### src/hdl/cpfl_pkg.sv
// shared types, constants and helper functions for the class-partitioned free list
`timescale 1ns / 1ps
`default_nettype none

package cpfl_pkg;

	localparam int TEMP_COUNT = 7;
	localparam int SAVE_COUNT = 12;
	localparam int ARG_COUNT  = 8;
	localparam int POOL_SIZE  = TEMP_COUNT + SAVE_COUNT + ARG_COUNT;
	localparam int IDX_W      = 5;

	typedef logic [POOL_SIZE-1:0] pool_t;

	typedef enum logic [2:0] {
		OP_ALLOC   = 3'd0,
		OP_CLAIM   = 3'd1,
		OP_RELEASE = 3'd2,
		OP_CLEAR   = 3'd3,
		OP_QUERY   = 3'd4
	} op_t;

	typedef enum logic [1:0] {
		CLS_TEMP = 2'd0,
		CLS_SAVE = 2'd1,
		CLS_ARG  = 2'd2
	} class_t;

	typedef enum logic [1:0] {
		ST_OK        = 2'd0,
		ST_NONE_FREE = 2'd1,
		ST_INVALID   = 2'd2,
		ST_IN_USE    = 2'd3
	} status_t;

	typedef struct packed {
		status_t          status;
		logic [IDX_W-1:0] granted_index;
		logic             in_use;
		logic [1:0]       index_class;
		logic             class_has_free;
		pool_t            used_mask;
	} result_t;

	// registers that belong to a class; an unused class code is empty
	function automatic pool_t class_mask(logic [1:0] cls);
		pool_t m;
		m = '0;
		for (int i = 0; i < POOL_SIZE; i++) begin
			if (cls == CLS_TEMP && i < TEMP_COUNT) begin
				m[i] = 1'b1;
			end
			if (cls == CLS_SAVE && i >= TEMP_COUNT && i < TEMP_COUNT + SAVE_COUNT) begin
				m[i] = 1'b1;
			end
			if (cls == CLS_ARG && i >= TEMP_COUNT + SAVE_COUNT) begin
				m[i] = 1'b1;
			end
		end
		return m;
	endfunction

	function automatic logic [1:0] class_of(logic [IDX_W-1:0] idx);
		logic [1:0] c;
		if (idx < IDX_W'(TEMP_COUNT)) begin
			c = CLS_TEMP;
		end else if (idx < IDX_W'(TEMP_COUNT + SAVE_COUNT)) begin
			c = CLS_SAVE;
		end else begin
			c = CLS_ARG;
		end
		return c;
	endfunction

	// priority encoder, lowest set bit wins
	function automatic logic [IDX_W-1:0] lowest_one(pool_t v);
		logic [IDX_W-1:0] r;
		r = '0;
		for (int i = POOL_SIZE - 1; i >= 0; i--) begin
			if (v[i]) begin
				r = IDX_W'(i);
			end
		end
		return r;
	endfunction

endpackage

`default_nettype wire

### src/hdl/cpfl_core.sv
// operation logic: decodes one item against the used bits and forms the result
`timescale 1ns / 1ps
`default_nettype none

module cpfl_core (
	input  wire logic [2:0]                 op,
	input  wire logic [1:0]                 reg_class,
	input  wire logic [cpfl_pkg::IDX_W-1:0] reg_index,
	input  wire cpfl_pkg::pool_t            used,
	output cpfl_pkg::pool_t                 used_next,
	output cpfl_pkg::result_t               res
);

	logic                         idx_valid;
	cpfl_pkg::pool_t              idx_bit;
	cpfl_pkg::pool_t              avail;
	logic [cpfl_pkg::IDX_W-1:0]   free_idx;

	assign idx_valid = reg_index < cpfl_pkg::IDX_W'(cpfl_pkg::POOL_SIZE);
	assign idx_bit   = cpfl_pkg::pool_t'(1) << reg_index;
	assign avail     = cpfl_pkg::class_mask(reg_class) & ~used;
	assign free_idx  = cpfl_pkg::lowest_one(avail);

	always_comb begin
		used_next         = used;
		res.status        = cpfl_pkg::ST_OK;
		res.granted_index = '0;
		res.in_use        = 1'b0;
		res.index_class   = '0;
		unique case (cpfl_pkg::op_t'(op))
			cpfl_pkg::OP_ALLOC: begin
				if (avail == '0) begin
					res.status = cpfl_pkg::ST_NONE_FREE;
				end else begin
					used_next         = used | (cpfl_pkg::pool_t'(1) << free_idx);
					res.granted_index = free_idx;
					res.index_class   = reg_class;
				end
			end
			cpfl_pkg::OP_CLAIM: begin
				if (!idx_valid) begin
					res.status = cpfl_pkg::ST_INVALID;
				end else if ((used & idx_bit) != '0) begin
					res.status      = cpfl_pkg::ST_IN_USE;
					res.index_class = cpfl_pkg::class_of(reg_index);
				end else begin
					used_next         = used | idx_bit;
					res.granted_index = reg_index;
					res.index_class   = cpfl_pkg::class_of(reg_index);
				end
			end
			cpfl_pkg::OP_RELEASE: begin
				// releasing a free index is allowed and reports ok
				if (!idx_valid) begin
					res.status = cpfl_pkg::ST_INVALID;
				end else begin
					used_next       = used & ~idx_bit;
					res.index_class = cpfl_pkg::class_of(reg_index);
				end
			end
			cpfl_pkg::OP_CLEAR: begin
				used_next = '0;
			end
			cpfl_pkg::OP_QUERY: begin
				if (!idx_valid) begin
					res.status = cpfl_pkg::ST_INVALID;
				end else begin
					res.in_use      = (used & idx_bit) != '0;
					res.index_class = cpfl_pkg::class_of(reg_index);
				end
			end
			default: begin
				// unused opcodes leave everything alone
			end
		endcase
		res.class_has_free = (cpfl_pkg::class_mask(reg_class) & ~used_next) != '0;
		res.used_mask      = used_next;
	end

endmodule

`default_nettype wire

### src/hdl/class_partitioned_free_list_unit.sv
// top level of the class-partitioned register free list
//
//   channel | direction | handshake          | payload
//   in      | input     | in_valid/in_ready  | op, reg_class, reg_index
//   out     | output    | out_valid/out_ready| status, granted_index, in_use,
//           |           |                    | index_class, class_has_free, used_mask
//
// one item per cycle sustained while out_ready is high; an item passes through the input
// register, then the result register, and its mask update is registered with it:
// the used bits change at the edge where an item moves into the result register
// reset clears the used bits and both valid flags; no clearing pass
// with out_ready low the result holds, an item is still taken into the input register
// if that register is empty, then in_ready drops until the result is taken
`timescale 1ns / 1ps
`default_nettype none

module class_partitioned_free_list_unit (
	input  wire logic                         clk,
	input  wire logic                         arst_n,
	input  wire logic                         in_valid,
	output logic                              in_ready,
	input  wire logic [2:0]                   op,
	input  wire logic [1:0]                   reg_class,
	input  wire logic [cpfl_pkg::IDX_W-1:0]   reg_index,
	output logic                              out_valid,
	input  wire logic                         out_ready,
	output logic [1:0]                        status,
	output logic [cpfl_pkg::IDX_W-1:0]        granted_index,
	output logic                              in_use,
	output logic [1:0]                        index_class,
	output logic                              class_has_free,
	output logic [cpfl_pkg::POOL_SIZE-1:0]    used_mask
);

	logic                         valid_s1;
	logic [2:0]                   op_s1;
	logic [1:0]                   class_s1;
	logic [cpfl_pkg::IDX_W-1:0]   index_s1;
	cpfl_pkg::pool_t              used_q;
	cpfl_pkg::pool_t              used_next;
	cpfl_pkg::result_t            res;
	cpfl_pkg::result_t            res_q;
	logic                         out_valid_q;
	logic                         advance;

	// stage one moves on when the result register is empty or being emptied
	assign advance  = valid_s1 && (!out_valid_q || out_ready);
	assign in_ready = !valid_s1 || advance;

	cpfl_core u_core (
		.op        (op_s1),
		.reg_class (class_s1),
		.reg_index (index_s1),
		.used      (used_q),
		.used_next (used_next),
		.res       (res)
	);

	always_ff @(posedge clk or negedge arst_n) begin
		if (!arst_n) begin
			valid_s1    <= 1'b0;
			out_valid_q <= 1'b0;
			used_q      <= '0;
		end else begin
			if (in_ready) begin
				valid_s1 <= in_valid;
			end
			if (advance) begin
				out_valid_q <= 1'b1;
				used_q      <= used_next;
			end else if (out_ready) begin
				out_valid_q <= 1'b0;
			end
		end
	end

	always_ff @(posedge clk) begin
		if (in_valid && in_ready) begin
			op_s1    <= op;
			class_s1 <= reg_class;
			index_s1 <= reg_index;
		end
		if (advance) begin
			res_q <= res;
		end
	end

	assign out_valid      = out_valid_q;
	assign status         = res_q.status;
	assign granted_index  = res_q.granted_index;
	assign in_use         = res_q.in_use;
	assign index_class    = res_q.index_class;
	assign class_has_free = res_q.class_has_free;
	assign used_mask      = res_q.used_mask;

endmodule

`default_nettype wire

### config.mk
export PLATFORM = sky130hd
export DESIGN_NAME = class_partitioned_free_list_unit
export DESIGN_NICKNAME = d
export VERILOG_FILES = /design/src/hdl/cpfl_pkg.sv /design/src/hdl/cpfl_core.sv /design/src/hdl/class_partitioned_free_list_unit.sv
export SDC_FILE = /design/constraint.sdc
export NUM_CORES = 1
export LEC_CHECK = 0
export ABC_AREA = 1
export BUFFER_PORTS_ARGS = -buffer_cell sky130_fd_sc_hd__buf_2
export CORE_MARGIN = 2
export CORE_UTILIZATION = 45
export DETAILED_ROUTE_END_ITERATION = 16
export HOLD_SLACK_MARGIN = 0.15
export PLACE_DENSITY = 0.62
export SYNTH_ARGS = -nofsm -noshare
export SYNTH_HDL_FRONTEND = slang
export SYNTH_SLANG_ARGS = --single-unit
### constraint.sdc
create_clock -name clk -period 3 [get_ports clk]
set_input_delay 0.15 -clock clk [delete_from_list [all_inputs] [get_ports clk]]
set_output_delay 0.15 -clock clk [all_outputs]
set_load 0.02 [all_outputs]
After elaboration in Yosys (flattened, before gate mapping):

Index checks and enable logic that the tools add are counted.

* magnitude comparators: 3
* reduce and logical (&&, ||, !) cells: 15
* equal/unequal tests: 6
* bitwise gates (word level): 9
* muxes and demuxes: 52
* shift-type cells: 2

Operators with widths (number)
* two-way mux 5 bit: 30
* AND 27 bit: 4
* two-way mux 27 bit: 4
* one-hot mux 27 bit (4 select lines): 1
* inverter 27 bit: 3
* OR 27 bit: 2
* nonzero test 27 bit: 2
* left shift 1 x 5 -> 27 bit, first input constant: 2
* logical NOT 27 bit: 1
* two-way mux 2 bit: 8
* one-hot mux 2 bit (3 select lines): 2
* < comparator 5 bit, second input constant: 2
* one-hot mux 5 bit (2 select lines): 1
* equality test 3 x 2 -> 1 bit, second input constant: 2
* two-way mux 1 bit: 6
* < comparator 5 x 3 -> 1 bit, second input constant: 1
* OR reduction 2 bit: 2
* equality test 3 x 1 -> 1 bit, second input constant: 1
* equality test 3 bit, second input constant: 1
* logical NOT 3 bit: 1
* equality test 2 x 1 -> 1 bit, second input constant: 1
* equality test 2 bit, second input constant: 1
* logical AND 1 bit: 2
* logical NOT 1 bit: 2
* other kinds (4): 5

* logic and storage cells: 99
* register bits after elaboration: 77
* output and inout port bits: 40
* input port bits: 14

Longest topological paths before layout:

* depth after elaboration: 37
* gate-level depth with buffers: 32

Hierarchy:

Synthesis repeated with hierarchy kept, for this count alone.

* cells, all modules: 686
* area, all modules: 5222.5 µm²

By module, submodules not included
* class_partitioned_free_list_unit: area an instance 2628.8 µm², sequential area each 2167.1 µm², times used 1, cells each 176
* cpfl_core: area an instance 2593.7 µm², sequential area each 0.0 µm², times used 1, cells each 510

Worst setup path before layout:

OpenSTA, ideal clock, no wires.

* kind: reg-to-reg
* from: reg class_s1[1]
* to: reg res_q, in the netlist class_has_free, data pin
* path buffers: 1
* stages on the path, launching flop included: 17
* slack: 0.380 ns
* data required time: 2.739 ns
* arrival time: 2.359 ns
* library setup time: 0.261 ns
* cell sequence: edfxtp_1 > nor2_4 > buf_2 > o21ai_0 > nand2_1 > a21oi_1 > or2_2 > a21oi_2 > nand4_1 > o21bai_1 > nand2_1 > nand2_1 > nand2_1 > nand2_1 > nand3_1 > nor2_1 > nand3_1

RTL lines
* start, declared: RTL line class_partitioned_free_list_unit.sv:37 `logic [1:0] class_s1;`
* start signal, assigned: RTL line class_partitioned_free_list_unit.sv:80 `class_s1 <= reg_class;`
* end signal, assigned: RTL line class_partitioned_free_list_unit.sv:84 `res_q <= res;`
* end, declared: RTL line class_partitioned_free_list_unit.sv:42 `cpfl_pkg::result_t res_q;`

==> reports/metrics.cfg <==
[sta]
final.min_clock_period_ns = 3.29
rsz0062_at_grt = true
final-setup-viol-count = 1
hold_viol_final = 0
maxSlewViolCount = 0
fin_worst_skew_ns = 0.0119
maxSlewHeadroom = 0.508
max_freq_mhz = 304
tightest_slew_ns = 0.738
finalSetupTns_ns = -0.294
fin_hold_ws_ns = 0.360
fin_crit_sh = 1.10
final.setup.worst_slack_ns = -0.294

[logic_synthesis]
synthCells = 654
synth_area_leaders = edfxtp_1 30%, nand2_1 16%, dfrtp_1 15%
synth.avg_cell_area_sq_um = 7.38
synth.cell_area_sq_um = 4830
synthArstFlopShare = 0.377
ys_types = 41
synth-main-ff-cell = edfxtp_1
seq_area_frac_synth = 0.449
yosysTopAreaCellShare = 0.299
synth-edff-count = 48
syn_nets = 668
post-synth-top-area-cell = edfxtp_1
synth_warnings = 0
ys_seq_elements = 77

[die]
die-area_sq_um = 11600
num_io_pins = 54
die_w_um = 108
start_util = 0.466
fp.dieH_um = 108
row_count = 37
core_area_sq_um = 10400

[route]
wl_um = 17300
via_count = 5371
firstDrtPassIters = 5
drc_errors = 0
drtAntennaViolNets = 0
wl_met3_um = 1180
wl_per_cell_um = 17.5
met2_length_um = 8290
wl_met1_um = 7390
routed.top_layer = met4
drtIter0Drc = 458
post_drt_via_cell_ratio = 5.45

[cts]
cts-root-buf = clkbuf_8
tritoncts = built
cts.htree.levels = 3
clock_latency_ns = 0.38
clockBufferDepth = 2
cts_inserted_buffers = 9
clk_pin_slew_ns = 0.08
clkSinkCount = 77

[worst_setup_path]
critPathMostFrequentCell = nand2_1
r2r-end = class_has_free
path_delay_family = simple AND/OR/NAND/NOR gates
arrival_ns = 3.42
r2r_slack_ns = -0.29
end_kind = flip-flop
cp_slowest_cell = edfxtp_1
r2r_cells = 26
cp_max_fo = 7
startpoint_type = flip-flop
critPathRequiredTime_ns = 3.12
worst-setup-path-type = reg -> reg
crit_path_max_incr_delay_ns = 0.41
reg2reg_from = class_s1[1]
crit_buf_inv = 2

[final_layout]
n_antenna_cell = 0
mostFrequentLayoutCells = 192 x nand2_1, 127 x buf_4, 83 x inv_1
final_common_cell = nand2_1
fillerInstances = 931
areaGrowthSynthToFinish_pct = 41.4
finalNonFillerCells = 986
seq_area_sq_um = 2170
nets = 859
drive_gt1_frac = 0.325
multiInputGateArea_sq_um = 2430
final_area_sq_um = 6830

[power]
power.leakage_nw = 3.23
total_power_mw = 4.38
vdd_drop_max_uv = 402
power.density_nw_per_um2 = 642

[global_route]
grt_pass1_wl_um = 27000
grt_pass1_vias = 5095
grt.overflow.total = 0
grt.total_usage = 0.312
antenna_found_initial = 0
grt_max_degree = 35

[flow_run]
drv_cap = 0

[place]
place_inst = 946
place_area_sq_um = 6130
hpwl_um = 12800
globalplace.congestion = 0.990
port_buffers = 53

[status]
violations = setup timing
outcome = complete, but fails checks

[min_path]
min_path_type = in -> async

worst max path at each step:
stage,start,end,slack (ns),cells after the start
after floorplan,class_s1[1],class_has_free,0.38,16
after global placement,class_s1[0],class_has_free,-0.40,29
after detailed placement,class_s1[0],class_has_free,-0.42,29
after CTS,class_s1[1],class_has_free,-0.17,26
after global routing,class_s1[1],class_has_free,-0.48,30
final,class_s1[1],class_has_free,-0.29,26
cells in the mapped netlist, types with 2 or more instances:
master       n
nor2_1      45
clkinv_1     2
a31oi_1      3
nor3_1      10
buf_6        2
o31ai_1      4
a21oi_1     15
nand3_1     24
nand2_1    210
o211ai_1     5
buf_2        2
o21bai_1     3
inv_2        5
clkbuf_1    15
o2111ai_1    5
o21ai_0     66
o21ai_1      5
edfxtp_1    48
a22oi_1      2
o22ai_1     10
inv_1       90
nand4_1     24
o311a_1      3
a221oi_1     8
nand2_2      3
nor2_2       2
dfrtp_1     29
cells by family after synthesis:
kind of cell / Yosys count / share of synthesized area
simple gates: 324 / 0.286
buf+inv: 118 / 0.0961
flops: 77 / 0.449
compound gates: 135 / 0.169
layout make-up:
type	instances	area share
Clock buffer	10	0.0187
Clock inverter	6	0.0128
Inverter	97	0.0557
Multi-Input combinational cell	459	0.356
Sequential cell	77	0.318
Tap cell	136	0.0249
Timing Repair Buffer	201	0.214
state kept, by name (all words and copies together), names as in the netlist, 2 cells and up:
signal	count
index_s1	5
used_mask	27
op_s1	3
class_s1	2
used_q	27
index_class	2
status	2
granted_index	5
report_power, final:
part / switching [mW] / total, mW / internal, mW
Sequential: 0.158 / 1.56 / 1.40
Combinational: 1.17 / 1.96 / 0.783
Clock: 0.403 / 0.869 / 0.466
Total: 1.73 / 4.38 / 2.65
through the flow:
step | setup WS (ns) | utilization
floorplan | 0.380 | -
global placement | -0.398 | 0.591
detailed placement | -0.416 | 0.591
CTS | -0.167 | 0.637
global route | -0.483 | 0.658
finish | -0.294 | 0.658
worst register-to-register path, delay by kind of cell, from the launching register on:
kind            cells  cell delay (ns)
flops               1             0.41
simple gates       22             2.05
buf+inv             2             0.32
compound gates      2             0.26
what timing repair did:
| action | in CTS | in global routing |
|---|---|---|
| hold buffers | 14 | 0 |
| setup endpoints to repair | 6 | 44 |
| gates resized for setup | 24 | 63 |
| hold endpoints to repair | 41 | 0 |
| buffers inserted | 6 | 6 |
| pin swaps | 9 | 26 |
| cloned | 0 | 0 |
routing by layer:
| layer | track usage | up-vias |
|---|---|---|
| met1 | 0.424 | 2536 |
| met2 | 0.512 | 221 |
| met5 | 0 | - |
| li1 | - | 2588 |
| met4 | 0.114 | 0 |
| met3 | 0.0363 | 26 |
No activity file was read; power rests on OpenSTA's default activity.
